## src/hw/rtl/bsa_pkg.sv

```systemverilog
// Shared types and constants for the bitmap slot allocator.
// No dependencies; imported by every module of the block.
package bsa_pkg;

   localparam int MAX_SLOTS  = 128;
   localparam int WORD_BITS  = 32;
   localparam int NUM_WORDS  = 4;
   localparam int STORE_BITS = NUM_WORDS * WORD_BITS;
   localparam int SLOT_LIMIT = (MAX_SLOTS < STORE_BITS) ? MAX_SLOTS : STORE_BITS;

   localparam int SLOT_W = 7;
   localparam int LIM_W  = SLOT_W + 1;
   localparam int CNT_W  = 8;
   localparam int BIT_W  = (WORD_BITS > 1) ? $clog2(WORD_BITS) : 1;
   localparam int WIDX_W = (NUM_WORDS > 1) ? $clog2(NUM_WORDS) : 1;

   localparam logic [2:0] MODE_ADD        = 3'd0;
   localparam logic [2:0] MODE_REMOVE     = 3'd1;
   localparam logic [2:0] MODE_QUERY      = 3'd2;
   localparam logic [2:0] MODE_FIRST_USED = 3'd3;
   localparam logic [2:0] MODE_NEXT_USED  = 3'd4;
   localparam logic [2:0] MODE_FIRST_FREE = 3'd5;
   localparam logic [2:0] MODE_CLEAR      = 3'd6;

   typedef logic [WORD_BITS-1:0] word_type;

   typedef struct packed {
      logic [2:0]        mode;
      logic [SLOT_W-1:0] slot_index;
   } req_payload_type;

   typedef struct packed {
      logic              found;
      logic [SLOT_W-1:0] result_index;
      logic              slot_was_used;
      logic [CNT_W-1:0]  used_count;
   } rsp_payload_type;

   typedef struct packed {
      logic              set_en;
      logic              clr_en;
      logic              clr_all;
      logic [WIDX_W-1:0] word;
      logic [BIT_W-1:0]  bit_sel;
   } bmp_ctrl_type;

   typedef enum logic [1:0] {
      ST_IDLE,
      ST_LOOKUP,
      ST_SCAN,
      ST_FINISH
   } state_type;

endpackage

```

## src/hw/rtl/bitmap_slot_allocator.sv

```systemverilog
// Bitmap slot allocator top level: sequencer, count and result register.
// Add, remove, query, clear, next used from the top slot: lookup then finish, no scan; one
// request in flight at a time. Searches scan one bitmap word per cycle through the shared
// scan unit, up to the last word or the first hit. A new request is taken while the previous
// result still waits. Synchronous reset clears the bitmap and count at once; no clearing pass.
// Depends on bsa_pkg, bsa_bitmap, bsa_word_scan.
module bitmap_slot_allocator (
   input  logic                     clock,
   input  logic                     reset,
   input  logic                     req_valid,
   output logic                     req_ready,
   input  bsa_pkg::req_payload_type req_payload,
   output logic                     rsp_valid,
   input  logic                     rsp_ready,
   output bsa_pkg::rsp_payload_type rsp_payload
);
   import bsa_pkg::*;

   state_type         state_ff, state_in;
   logic [2:0]        mode_ff, mode_in;
   logic [SLOT_W-1:0] idx_ff, idx_in;
   logic [WIDX_W-1:0] word_ff, word_in;
   logic [BIT_W-1:0]  start_bit_ff, start_bit_in;
   logic              was_ff, was_in;
   logic              found_ff, found_in;
   logic [SLOT_W-1:0] where_ff, where_in;
   logic [CNT_W-1:0]  total_ff, total_in;
   rsp_payload_type   rsp_ff, rsp_in;
   logic              rsp_valid_ff, rsp_valid_in;

   logic [WIDX_W-1:0] rd_word;
   word_type          rd_data;
   bmp_ctrl_type      bmp_ctrl;
   logic              scan_hit;
   logic [BIT_W-1:0]  scan_pos;
   logic [WIDX_W-1:0] idx_word;
   logic [BIT_W-1:0]  idx_bit;
   logic              idx_in_range;
   logic              idx_used;
   logic [LIM_W-1:0]  start_next;
   logic              next_in_range;
   logic              want_used;
   logic              rsp_free;

   bsa_bitmap u_bitmap (
      .clock   (clock),
      .reset   (reset),
      .ctrl    (bmp_ctrl),
      .rd_word (rd_word),
      .rd_data (rd_data)
   );

   bsa_word_scan u_scan (
      .word      (rd_data),
      .word_sel  (rd_word),
      .start_bit (start_bit_ff),
      .want_used (want_used),
      .hit       (scan_hit),
      .hit_pos   (scan_pos)
   );

   always_comb begin
      idx_word      = WIDX_W'(idx_ff >> BIT_W);
      idx_bit       = idx_ff[BIT_W-1:0];
      idx_in_range  = LIM_W'(idx_ff) < LIM_W'(SLOT_LIMIT);
      idx_used      = idx_in_range & rd_data[idx_bit];
      start_next    = LIM_W'(idx_ff) + LIM_W'(1);
      next_in_range = start_next < LIM_W'(SLOT_LIMIT);
      want_used     = (mode_ff != MODE_FIRST_FREE);
      rsp_free      = !rsp_valid_ff || rsp_ready;
   end

   // next state
   always_comb begin
      state_in = state_ff;
      case (state_ff)
         ST_IDLE: begin
            if (req_valid) begin
               state_in = ST_LOOKUP;
            end
         end
         ST_LOOKUP: begin
            if (mode_ff == MODE_FIRST_USED || mode_ff == MODE_FIRST_FREE) begin
               state_in = ST_SCAN;
            end else if (mode_ff == MODE_NEXT_USED && next_in_range) begin
               state_in = ST_SCAN;
            end else begin
               state_in = ST_FINISH;
            end
         end
         ST_SCAN: begin
            if (scan_hit || word_ff == WIDX_W'(NUM_WORDS - 1)) begin
               state_in = ST_FINISH;
            end
         end
         ST_FINISH: begin
            if (rsp_free) begin
               state_in = ST_IDLE;
            end
         end
         default: begin
            state_in = ST_IDLE;
         end
      endcase
   end

   // outputs and datapath
   always_comb begin
      req_ready        = (state_ff == ST_IDLE);
      mode_in          = mode_ff;
      idx_in           = idx_ff;
      word_in          = word_ff;
      start_bit_in     = start_bit_ff;
      was_in           = was_ff;
      found_in         = found_ff;
      where_in         = where_ff;
      total_in         = total_ff;
      rsp_in           = rsp_ff;
      rsp_valid_in     = rsp_valid_ff && !rsp_ready;
      rd_word          = word_ff;
      bmp_ctrl         = '0;
      bmp_ctrl.word    = idx_word;
      bmp_ctrl.bit_sel = idx_bit;
      case (state_ff)
         ST_IDLE: begin
            if (req_valid) begin
               mode_in = req_payload.mode;
               idx_in  = req_payload.slot_index;
            end
         end
         ST_LOOKUP: begin
            rd_word      = idx_word;
            was_in       = idx_used;
            found_in     = 1'b0;
            where_in     = '0;
            word_in      = '0;
            start_bit_in = '0;
            case (mode_ff)
               MODE_ADD: begin
                  if (idx_in_range && !idx_used && total_ff < CNT_W'(MAX_SLOTS)) begin
                     bmp_ctrl.set_en = 1'b1;
                     total_in        = total_ff + CNT_W'(1);
                  end
               end
               MODE_REMOVE: begin
                  if (idx_used && total_ff != '0) begin
                     bmp_ctrl.clr_en = 1'b1;
                     total_in        = total_ff - CNT_W'(1);
                  end
               end
               MODE_CLEAR: begin
                  bmp_ctrl.clr_all = 1'b1;
                  total_in         = '0;
               end
               MODE_NEXT_USED: begin
                  word_in      = WIDX_W'(start_next >> BIT_W);
                  start_bit_in = start_next[BIT_W-1:0];
               end
               default: begin
               end
            endcase
         end
         ST_SCAN: begin
            if (scan_hit) begin
               found_in = 1'b1;
               where_in = SLOT_W'({word_ff, scan_pos});
            end else begin
               word_in      = WIDX_W'(word_ff + 1'b1);
               start_bit_in = '0;
            end
         end
         ST_FINISH: begin
            if (rsp_free) begin
               rsp_valid_in         = 1'b1;
               rsp_in.found         = found_ff;
               rsp_in.result_index  = where_ff;
               rsp_in.slot_was_used = was_ff;
               rsp_in.used_count    = total_ff;
            end
         end
         default: begin
         end
      endcase
   end

   always_ff @(posedge clock) begin
      if (reset) begin
         state_ff     <= ST_IDLE;
         total_ff     <= '0;
         rsp_valid_ff <= 1'b0;
      end else begin
         state_ff     <= state_in;
         total_ff     <= total_in;
         rsp_valid_ff <= rsp_valid_in;
      end
   end

   always_ff @(posedge clock) begin
      mode_ff      <= mode_in;
      idx_ff       <= idx_in;
      word_ff      <= word_in;
      start_bit_ff <= start_bit_in;
      was_ff       <= was_in;
      found_ff     <= found_in;
      where_ff     <= where_in;
      rsp_ff       <= rsp_in;
   end

   assign rsp_valid   = rsp_valid_ff;
   assign rsp_payload = rsp_ff;

   assert property (@(posedge clock) disable iff (reset)
      req_valid && req_ready |=> !req_ready)
      else $error("request taken while a request is in flight");

   assert property (@(posedge clock) disable iff (reset)
      total_ff <= CNT_W'(MAX_SLOTS))
      else $error("used count above slot maximum");

   assert property (@(posedge clock) disable iff (reset)
      state_ff == ST_LOOKUP && mode_ff == MODE_CLEAR |=> total_ff == '0)
      else $error("clear left a nonzero count");

   assert property (@(posedge clock) disable iff (reset)
      rsp_valid && !rsp_payload.found |-> rsp_payload.result_index == '0)
      else $error("nonzero index without a found slot");

endmodule

```

## src/hw/rtl/bsa_word_scan.sv

```systemverilog
// Shared scan unit: finds the lowest matching bit of one bitmap word.
// Depends on bsa_pkg.
module bsa_word_scan (
   input  bsa_pkg::word_type          word,
   input  logic [bsa_pkg::WIDX_W-1:0] word_sel,
   input  logic [bsa_pkg::BIT_W-1:0]  start_bit,
   input  logic                       want_used,
   output logic                       hit,
   output logic [bsa_pkg::BIT_W-1:0]  hit_pos
);
   import bsa_pkg::*;

   localparam word_type WORD_ONES = {WORD_BITS{1'b1}};

   word_type valid_mask;
   word_type cand;

   // keep only slots below the limit
   always_comb begin
      for (int b = 0; b < WORD_BITS; b++) begin
         valid_mask[b] = ((int'(word_sel) * WORD_BITS + b) < SLOT_LIMIT);
      end
   end

   always_comb begin
      cand    = (want_used ? word : ~word) & valid_mask & word_type'(WORD_ONES << start_bit);
      hit     = |cand;
      hit_pos = '0;
      for (int b = WORD_BITS - 1; b >= 0; b--) begin
         if (cand[b]) begin
            hit_pos = BIT_W'(b);
         end
      end
   end

endmodule

```

## src/hw/rtl/bsa_bitmap.sv

```systemverilog
// Used-slot bitmap storage: one word read port, single-bit set and clear, clear all.
// Depends on bsa_pkg.
module bsa_bitmap (
   input  logic                       clock,
   input  logic                       reset,
   input  bsa_pkg::bmp_ctrl_type      ctrl,
   input  logic [bsa_pkg::WIDX_W-1:0] rd_word,
   output bsa_pkg::word_type          rd_data
);
   import bsa_pkg::*;

   word_type words_ff [NUM_WORDS];
   word_type words_in [NUM_WORDS];

   always_comb begin
      for (int w = 0; w < NUM_WORDS; w++) begin
         words_in[w] = words_ff[w];
      end
      if (ctrl.clr_all) begin
         for (int w = 0; w < NUM_WORDS; w++) begin
            words_in[w] = '0;
         end
      end else if (ctrl.set_en) begin
         words_in[ctrl.word][ctrl.bit_sel] = 1'b1;
      end else if (ctrl.clr_en) begin
         words_in[ctrl.word][ctrl.bit_sel] = 1'b0;
      end
   end

   always_ff @(posedge clock) begin
      for (int w = 0; w < NUM_WORDS; w++) begin
         if (reset) begin
            words_ff[w] <= '0;
         end else begin
            words_ff[w] <= words_in[w];
         end
      end
   end

   assign rd_data = words_ff[rd_word];

endmodule
```

## config.mk

```make
export PLATFORM = sky130hd
export DESIGN_NAME = bitmap_slot_allocator
export DESIGN_NICKNAME = d
export VERILOG_FILES = /design/src/hw/rtl/bsa_pkg.sv /design/src/hw/rtl/bitmap_slot_allocator.sv /design/src/hw/rtl/bsa_word_scan.sv /design/src/hw/rtl/bsa_bitmap.sv
export SDC_FILE = /design/constraint.sdc
export NUM_CORES = 1
export LEC_CHECK = 0
export BUFFER_PORTS_ARGS = -buffer_cell sky130_fd_sc_hd__buf_2
export CAP_MARGIN = 15
export CORE_ASPECT_RATIO = 0.75
export CORE_UTILIZATION = 45
export CTS_CLUSTER_DIAMETER = 150
export CTS_CLUSTER_SIZE = 12
export DETAILED_ROUTE_END_ITERATION = 10
export GPL_TIMING_DRIVEN = 0
export HOLD_SLACK_MARGIN = 0.02
export PLACE_DENSITY = 0.62
export SETUP_SLACK_MARGIN = 0.5
export SYNTH_ARGS = -nofsm -noshare
export SYNTH_HDL_FRONTEND = slang
export SYNTH_SLANG_ARGS = --single-unit
```

## constraint.sdc

```tcl
create_clock -name clock -period 5.5 [get_ports clock]
set_clock_uncertainty 0.1 [all_clocks]
set_input_delay 0.825 -clock clock [delete_from_list [all_inputs] [get_ports clock]]
set_output_delay 0.825 -clock clock [all_outputs]
set_load 0.01 [all_outputs]
```

* Word-level counts from Yosys, hierarchy flattened *
Memories as Yosys holds them, arrays and structs flattened.
Cells that the tools add are included.

storage, ports and cells
  output and inout bits = 19
  register bits = 54
  memory bits (writable) = 128
  bits of input ports = 14
  memories = 1

memories
  memory             depth  width  read ports  clocked after Yosys merged registers in  write ports  line              text
  u_bitmap.words_ff  4      32     5           0                                        4            bsa_bitmap.sv:12  word_type words_ff [NUM_WORDS];

cells by class
  reductions and logical operators = 24
  muxes and demuxes = 77
  equality and inequality tests = 17
  bitwise logic cells = 11
  $lt $le $gt $ge = 38
  add/sub/neg operators = 35
  shifts and indexed selects = 1

operators with widths
  cell                                                                            number
  32-bit by 9-bit less-than comparator with 1-bit output (second input constant)  31
  128-bit two-way mux                                                             3
  32-bit two-way mux                                                              6
  5-bit two-way mux                                                               34
  7-bit by 5-bit adder with 8-bit output (second input constant)                  16
  128-bit AND                                                                     1
  128-bit inverter                                                                1
  128-bit OR                                                                      1
  7-bit by 4-bit adder with 8-bit output (second input constant)                  8
  32-bit AND                                                                      2
  32-bit demux with 2-bit select                                                  1
  7-bit by 3-bit adder with 8-bit output (second input constant)                  4
  32-bit inverter                                                                 1
  32-bit OR reduction                                                             1
  32-bit by 5-bit left shift with 32-bit output (first input constant)            1
  8-bit one-hot mux with 3 select lines                                           1
  7-bit by 1-bit adder with 8-bit output (second input constant)                  2
  7-bit by 2-bit adder with 8-bit output (second input constant)                  2
  8-bit less-than comparator (second input constant)                              2
  8-bit two-way mux                                                               2
  1-bit two-way mux                                                               15
  2-bit inequality test (second input constant)                                   7
  7-bit one-hot mux with 2 select lines                                           1
  2-bit two-way mux                                                               6
  other kinds (35)                                                                54

* Longest topological paths before layout *
Gate-level depths: netlist of run 1.
An unclocked memory read counts as a cell.

  depth in word-level cells = 41
  gate-level depth with buffers = 18
  depth with buffers taken out = 12

* Hierarchy *
From an unflattened synthesis of run 1, not the netlist that was laid out.

second synthesis, totals
  cell total of the unflattened synthesis = 1119
  area, all modules = 10940.5 um^2

by module, submodules not included
  module                 times used  cells an instance  seq. area each (um^2)  area each (um^2)
  bsa_bitmap             1           650                2562.5                 6591.3
  bitmap_slot_allocator  1           240                1511.4                 2786.4
  bsa_word_scan          1           229                0.0                    1562.7

* Worst setup path before layout of run 1 *
OpenSTA, ideal clock, no wires.

  path kind = register -> register
  from = register state_ff[0]
  to = register found_ff (enable)
  path slack = 1.543 ns
  path buffers = 4
  arrival time = 3.472 ns
  cell stages (with the launch flop) = 15
  path through = dfxtp_1 > ha_1 > mux2i_2 > buf_6 > buf_8 > buf_6 > buf_8 > mux4_2 > xnor2_1 > or2_1 > o2111ai_1 > or3_1 > nor3_2 > nand3_1 > a21boi_0

between the ends
  word-level cells in the longest chain between the ends = 10
  elaborated cells on any way between the ends = 75
  those cells by class = add/sub (31); order compare (32); eq/ne (3); mux (2); bitwise (3); reduce/logical (3); memory (1)

RTL lines
  element                                                                                                         line                          text
  start: declaration                                                                                              bitmap_slot_allocator.sv:19   state_type state_ff, state_in;
  start signal: assignment                                                                                        bitmap_slot_allocator.sv:192  state_ff <= state_in;
  parallel branches: the longest is 9 deep, another holds 32-bit by 9-bit less-than comparator with 1-bit output  n/a
  2-bit AND reduction (no source line) *                                                                          n/a
  end signal: assignment                                                                                          bitmap_slot_allocator.sv:204  found_ff <= found_in;
  end: declaration                                                                                                bitmap_slot_allocator.sv:25   logic found_ff, found_in;

Every way passes the cells marked *.
A chain may end at the register's enable or synchronous reset.

* Worst setup path after layout of run 1 *
  from = register state_ff[0]
  to = register where_ff[0] (enable)

between the ends
  word-level cells in the longest chain between the ends = 10
  elaborated cells on any way between the ends = 75
  those cells by class = add/sub (31); order compare (32); eq/ne (3); mux (2); bitwise (3); reduce/logical (3); memory (1)

RTL lines
  element                                                                                                         line                          text
  parallel branches: the longest is 9 deep, another holds 32-bit by 9-bit less-than comparator with 1-bit output  n/a
  2-bit AND reduction (no source line) *                                                                          n/a
  end signal: assignment                                                                                          bitmap_slot_allocator.sv:205  where_ff <= where_in;
  end: declaration                                                                                                bitmap_slot_allocator.sv:26   logic [SLOT_W-1:0] where_ff, where_in;

Marked as above.

==> flow_summary.toml, run 1 <==
[timing]
grt_setup_unrepaired = "no"
final_max_slew_viol_count = 0
total_count_of_hold_check_failures_in_the_final_report = 0
max-slew-margin-rel = 0.387
achievable-frequency_mhz = 210
finalSetupViolCount = 0
final_period_minus_worst_setup_slack_ns = 4.76
fin_worst_hold_slack_ns = 0.319
worst_slew_pin_slew_ns = 0.917
setup_total_negative_slack_ns = 0
final.period_utilization = 0.865

[routing]
1st_pass_router_iterations = 6
wl_um = 37500
route.antenna.remaining_nets = 0
detail_route.wl_per_cell_um = 24.1
detail_route.drc_violations = 0
vias_per_cell = 6.15
dr_vias = 9570
first_iter_violations = 1478

[placement]
gp_routability_congestion = 0.993
place_area_sq_um = 11800
detailedPlacementHpwl_um = 27900
place.port_buffers = 32
place_inst = 1522

[clock_tree]
clk_root_buffer_cell = "clkbuf_16"
tritoncts.num_buffers = 17
post_cts_hold_buffer_count = 0
tritoncts = "done"
worst_setup_hold_path_clk_slew_ns = 0.07
clock_latency_ns = 0.45
htree_levels = 4
cts_sinks = 182
clockBufferDepth = 2

[global_routing]
number_of_antenna_violations_at_the_first_check_in_global_routing = 0
grt_max_degree = 19
global_route.usage.met1 = 0.449
grt_first_pass_wirelength_um = 56200
busiest_layer = "met1"
first_global_vias = 8899
grt_util_met3 = 0.0982
gr_overflow_total = 0
grtUsageTotal = 0.299
grt.met2_usage = 0.401

[logic_synthesis]
cell_type_with_the_largest_total_area_after_synthesis = "dfxtp_1"
synth_xor_area_frac = 0.0288
netlist.area_leader.share = 0.247
synthesis.nets = 1190
synth_fa_ha_area_frac = 0.0196
synth.cell_area_sq_um = 11300
async_flop_share = 0
postSynth.topFlopCell = "dfxtp_1"
yosysUniqueCellTypes = 77
post_synth.cell_area_avg_sq_um = 9.71
main_combinational_cell_family_by_area_after_synthesis = "multiplexers"
synth.area.top_cells = "dfxtp_1 25%, mux2i_1 17%, edfxtp_1 11%, a211oi_2 6.4%, nand2_1 6.2%"
synth_compound_gate_area_share = 0.182
post_synth_mux_area_share = 0.213
syn-instance-count = 1159
synth_simple_gate_area_share = 0.140
yosysSeqAreaShare = 0.362
ys_seq_elements = 182
synth-edff-count = 43
synth.yosys.warnings = 0

[setup_path]
crit_arrival_ns = 4.75
crit_path_end_kind = "flip-flop"
critical_path.max_fanout = 10
kind_of_launch_point_of_the_worst_setup_path = "flip-flop"
required_ns = 5.50
worst-setup-path-type = "reg -> reg"

[cells_and_area]
fin_util = 0.515
final_cell_count_no_fill = 1557
drive_above_1_share = 0.172
layout.nets = 1244
design_area_sq_um = 12500
area_delta_synth_final_pct = 11.1
antenna-diode-count = 0

[power_and_ir_drop]
power.static_leakage_nw = 4.18
p_comb_frac = 0.377
power.clock.fraction = 0.282
total_switching_power_mw = 1.86
pwr_density_cell_nw_per_um2 = 377
pwr-share-seq = 0.340
vdd_ir_drop_max_mv = 0.213
share_of_total_power_consumed_by_net_switching = 0.394
power_internal_mw = 2.86

[floorplanning]
core-area_sq_um = 24300
die_height_um = 139
fp-row-count = 49
chipWidth_um = 185
num_io_pins = 33
initial_core_util = 0.464
dieArea_sq_um = 25700

[min_path]
hold_path_class = "reg -> reg"

[run_status]
run_status = "completed"

[flow_run]
cap_viol_max_count = 0
## area by class of cell
cell class,count,area [sq um]
repair buffers,35,183
multi-input cells,861,6590
inverters,14,52.6
well taps,331,414
plain buffers,102,568
clock buffers,18,429
flip-flops and latches,182,4070
fillers,2268,11800
clock inverters,14,191
## kinds of logic after synthesis
logic type | Yosys count
simple gates | 346
compound gates | 248
mux | 213
flops | 182
buf+inv | 116
xor+xnor | 37
fa+ha+maj | 17
## synthesized netlist by cell type (all sizes together) (27+ instances only)
library cell / instances
nor2: 44
xnor2: 32
buf: 49
a211oi: 106
edfxtp: 43
nand3: 27
clkbuf: 53
o21ai: 36
dfxtp: 139
nand2: 185
mux2i: 189
a21oi: 29
## timing repair
| action | in CTS | in global routing |
|---|---|---|
| setup buffers | 0 | 3 |
| hold endpoints to repair | 0 | 0 |
| pin swaps | 0 | 0 |
| endpoints found under the setup margin | 8 | 58 |
| gates resized for setup | 1 | 7 |
## metal layers
metal	wire (um)	part of all wire
met1	17600	0.47
met2	15000	0.40
met3	4100	0.11
met4	726	0.019
met5	0	0
## cells in the final DEF, fill, tap and decap left out, types with 9 or more instances in the layout
master | Yosys | final
edfxtp_1 | 43 | 43
inv_1 | 13 | 13
a21oi_1 | 28 | 28
a211oi_1 | 48 | 48
buf_4 | 8 | 11
buf_1 | 12 | 11
buf_2 | 12 | 44
o211ai_1 | 14 | 14
nand3_1 | 26 | 26
and2_1 | 13 | 13
nor3_1 | 11 | 10
nor2_1 | 44 | 44
clkbuf_1 | 50 | 51
o21ai_0 | 26 | 25
xnor2_1 | 32 | 32
or3_1 | 9 | 9
nor2b_1 | 10 | 9
mux4_2 | 19 | 19
nand2_1 | 185 | 185
buf_6 | 15 | 15
ha_1 | 16 | 16
clkbuf_16 | 0 | 17
a211oi_2 | 58 | 58
mux2i_1 | 187 | 184
and3_1 | 9 | 9
o21ai_1 | 10 | 10
dfxtp_1 | 139 | 139
## worst max-delay path, stage by stage, from the launching register on
cell	delay, ns
dfxtp_1	0.45
ha_1	0.25
mux2i_2	0.23
buf_6	0.24
buf_4	0.28
buf_4	0.30
mux2i_1	0.67
xnor2_1	0.22
a2111oi_0	0.73
or3_1	0.27
nor3_2	0.10
nand3_1	0.12
a21boi_2	0.43
## path summary, 6_finish.rpt
check                            start                   endpoint  slack, ns  depth (start not counted)
max           state_ff[0]$_SDFFE_PP0P_  where_ff[0]$_SDFFCE_PP0P_       0.74                         12
min          where_ff[6]$_SDFFCE_PN0P_  rsp_payload[15]$_DFFE_PP_       0.32                          0
max reg2reg   state_ff[0]$_SDFFE_PP0P_  where_ff[0]$_SDFFCE_PP0P_       0.74                         12
min reg2reg  where_ff[6]$_SDFFCE_PN0P_  rsp_payload[15]$_DFFE_PP_       0.32                          0
## through the flow
stage,worst slack (ns),power (mW)
6_report,0.742,4.72
5_1_grt,0.526,4.90
4_1_cts,0.571,4.65
3_5_place_dp,0.279,3.34
3_3_place_gp,0.343,3.34
2_1_floorplan,1.54,2.83
## power groups by stage
stage                     Sequential [mW]  Combinational, mW  Clock [mW]
after global routing                 1.62               1.88        1.39
after detailed placement             1.63               1.70           0
after CTS                            1.60               1.71        1.34
after global placement               1.63               1.70           0
final                                1.60               1.78        1.33
after floorplan                      1.61               1.21           0
Power figures use the tool's default switching activity.
==> run 2, diff against run 1 <==
- CELL_PAD_IN_SITES_DETAIL_PLACEMENT: unset -> 2
- CELL_PAD_IN_SITES_GLOBAL_PLACEMENT: unset -> 2
- CORE_UTILIZATION: 45 -> 41
- PLACE_DENSITY: 0.62 -> 0.81
- SYNTH_HIERARCHICAL: unset -> 1
==> run 2 against run 1 <==
Maximum frequency shrank 2.0%; hold slack better by 0.0022 ns; register-to-register slack worse by 0.097 ns; die area up 6.6%; critical path type unchanged; largest cell class unchanged.
==> flow_summary.toml, run 2 <==
[timing]
final_period_minus_worst_setup_slack_ns = 4.86
finalSetupViolCount = 0
final.period_utilization = 0.883
max-slew-margin-rel = 0.455
setup_total_negative_slack_ns = 0
layout_setup_ws_ns = 0.644
achievable-frequency_mhz = 206
worst_slew_pin_slew_ns = 0.817
final_max_slew_viol_count = 0
grt_setup_unrepaired = "no"
total_count_of_hold_check_failures_in_the_final_report = 0

[global_routing]
first_global_vias = 10300
number_of_antenna_violations_at_the_first_check_in_global_routing = 1
gr_overflow_total = 0
grt_first_pass_wirelength_um = 65200
grt_max_degree = 18
grtUsageTotal = 0.324

[setup_path]
cell_chain_critical_path = "inv_1, ha_1, clkbuf_4, mux2_2, clkbuf_4, buf_6, buf_6, mux4_2, mux2i_1, a22oi_1, nand3_2, and4_4, nand2_1, nor3_4, o21ba_2, buf_2, buf_2, nand4_1, mux2i_1"
critical_path.max_fanout = 10
critical_path.max_stage_delay_ns = 0.42
crit_path_end_kind = "flip-flop"
worst-setup-path-type = "reg -> reg"
ff2ff_path_depth = 19
worst_path_dominant_cell_family = "buffers and inverters"
required_ns = 5.71
critPathSlowestCell = "dfxtp_1"
worst-r2r-setup-slack_ns = 0.64
crit_buf_inv = 7
kind_of_launch_point_of_the_worst_setup_path = "flip-flop"
r2r-start = "state_ff[1]$_SDFFE_PP0P_"
crit_arrival_ns = 5.07

[logic_synthesis]
yosysUniqueCellTypes = 80
post_synth_mux_area_share = 0.204
async_flop_share = 0
main_combinational_cell_family_by_area_after_synthesis = "simple AND/OR/NAND/NOR gates"
cell_type_with_the_largest_total_area_after_synthesis = "dfxtp_1"
synth_xor_area_frac = 0.0288
synth.yosys.warnings = 6
synth.cell_area_sq_um = 10900
post_synth.cell_area_avg_sq_um = 9.78
netlist_top_cells_count = "164 x nand2_1, 146 x mux2i_1, 139 x dfxtp_1"
synthesis.nets = 1143
synth_simple_gate_area_share = 0.230
syn-instance-count = 1119
ys_seq_elements = 182
synth-edff-count = 43
synth.area.top_cells = "dfxtp_1 25%, mux2i_1 13%, edfxtp_1 12%, mux4_2 6.6%, nand2_1 5.6%"
netlist.area_leader.share = 0.254
yosysSeqAreaShare = 0.372
synth_most_common_cell = "nand2_1"
synth_compound_gate_area_share = 0.0826
postSynth.topFlopCell = "dfxtp_1"
synth_fa_ha_area_frac = 0.0124

[clock_tree]
tritoncts.num_buffers = 17
htree_levels = 4
post_cts_hold_buffer_count = 0
tritoncts = "done"
clockBufferDepth = 2
cts_sinks = 182
worst_setup_hold_path_clk_slew_ns = 0.08
clock_latency_ns = 0.46
clk_root_buffer_cell = "clkbuf_16"

[min_path]
hold_path_class = "reg -> reg"
min_delay_worst_endpoint = "rsp_payload[16]$_DFFE_PP_"
timing.hold.worst_path_depth = 0
hold_path_startpoint = "found_ff$_DFFE_PP_"

[placement]
placement.setup.worst_slack_ns = -0.0874
place.port_buffers = 32
detailedPlacementHpwl_um = 31400
place_inst = 1496
gp_routability_congestion = 0.936

[power_and_ir_drop]
pwr_density_cell_nw_per_um2 = 421
vdd_ir_drop_max_mv = 0.241
power.static_leakage_nw = 5.05

[floorplanning]
chipWidth_um = 191
fp-row-count = 51
core-area_sq_um = 26100
dieArea_sq_um = 27300
die_height_um = 143
initial_core_util = 0.419
num_io_pins = 33

[routing]
wl_um = 43200
detail_route.wl_per_cell_um = 28.2
route.antenna.remaining_nets = 0
vias_per_cell = 6.32
first_iter_violations = 824
dr_vias = 9663
detail_route.drc_violations = 0
1st_pass_router_iterations = 5

[cells_and_area]
most-common-layout-cells = "164 x nand2_1, 145 x mux2i_1, 139 x dfxtp_1, 66 x nand4b_1, 62 x buf_2"
antenna-diode-count = 0
drive_above_1_share = 0.175
layout.nets = 1196
layout_commonest_cell = "nand2_1"
final_cell_count_no_fill = 1529
area_delta_synth_final_pct = 12.4

[flow_run]
cap_viol_max_count = 0

[run_status]
run_status = "completed"
## run 2: cell types whose count changed after synthesis, sizes merged, moves of 13 or more
cell / delta
mux2i: -43
nand4b: +65
mux4: +13
nand2: -21
nand3: +27
nand4: +26
a211oi: -96
buf: +27
o21ai: -20
## run 2: worst max-delay path by stage
stage	from	to	cells past startpoint
2_1_floorplan	state_ff[1]$_SDFFE_PP0P_	start_bit_ff[0]$_SDFFCE_PP0P_	15
5_1_grt	state_ff[1]$_SDFFE_PP0P_	flip-flop	18
3_5_place_dp	state_ff[1]$_SDFFE_PP0P_	flip-flop	18
6_report	state_ff[1]$_SDFFE_PP0P_	flip-flop	19
4_1_cts	state_ff[1]$_SDFFE_PP0P_	state_ff[0]$_SDFFE_PP0P_	18
3_3_place_gp	state_ff[1]$_SDFFE_PP0P_	flip-flop	18
## run 2: repair_timing
action / 4_1_cts / 5_1_grt
setup buffers: 0 / 1
hold endpoints to repair: 0 / 0
resized for setup: 10 / 17
pin swaps: 0 / 1
endpoints found under the setup margin: 145 / 140
## run 2: logic make-up after synthesis
group,Yosys count
xor gates and xnor gates,36
adders and majority gates,11
muxes,182
buffers and inverters,134
and+or+nand+nor,447
AOI/OAI and AO/OA,127
DFF,182
## run 2: per-layer routing
| metal | track usage | share of wire | vias to the layer above |
|---|---|---|---|
| li1 | - | - | 4205 |
| met1 | 0.450 | 0.47 | 5082 |
| met2 | 0.520 | 0.46 | 308 |
| met3 | 0.0518 | 0.054 | 68 |
| met4 | 0.0876 | 0.021 | 0 |
| met5 | 0 | 0 | - |
## run 2: cell type report
class	count	area, sq um
Inverter	16	60.1
Clock buffer	17	425
Fill cell	2781	13800
Sequential cell	182	4070
Timing Repair Buffer	34	179
Multi-Input combinational cell	803	6140
Tap cell	344	430
Clock inverter	15	239
Buffer	118	757
## run 2: report_power, final
part           total (mW)  switching, mW  internal [mW]
clock network        1.43          0.609          0.820
logic                2.11           1.35          0.751
registers            1.65          0.119           1.53
## run 2: metrics by stage
step                       util  cell area, sq um  total power, mW  hold slack, ns
after floorplan               -             10900             2.97           0.300
after global placement    0.442             11500             3.55           0.303
after detailed placement  0.442             11500             3.65           0.306
after CTS                 0.469             12200             5.11           0.325
after global routing      0.471             12300             5.36           0.329
final                     0.471             12300             5.18           0.322
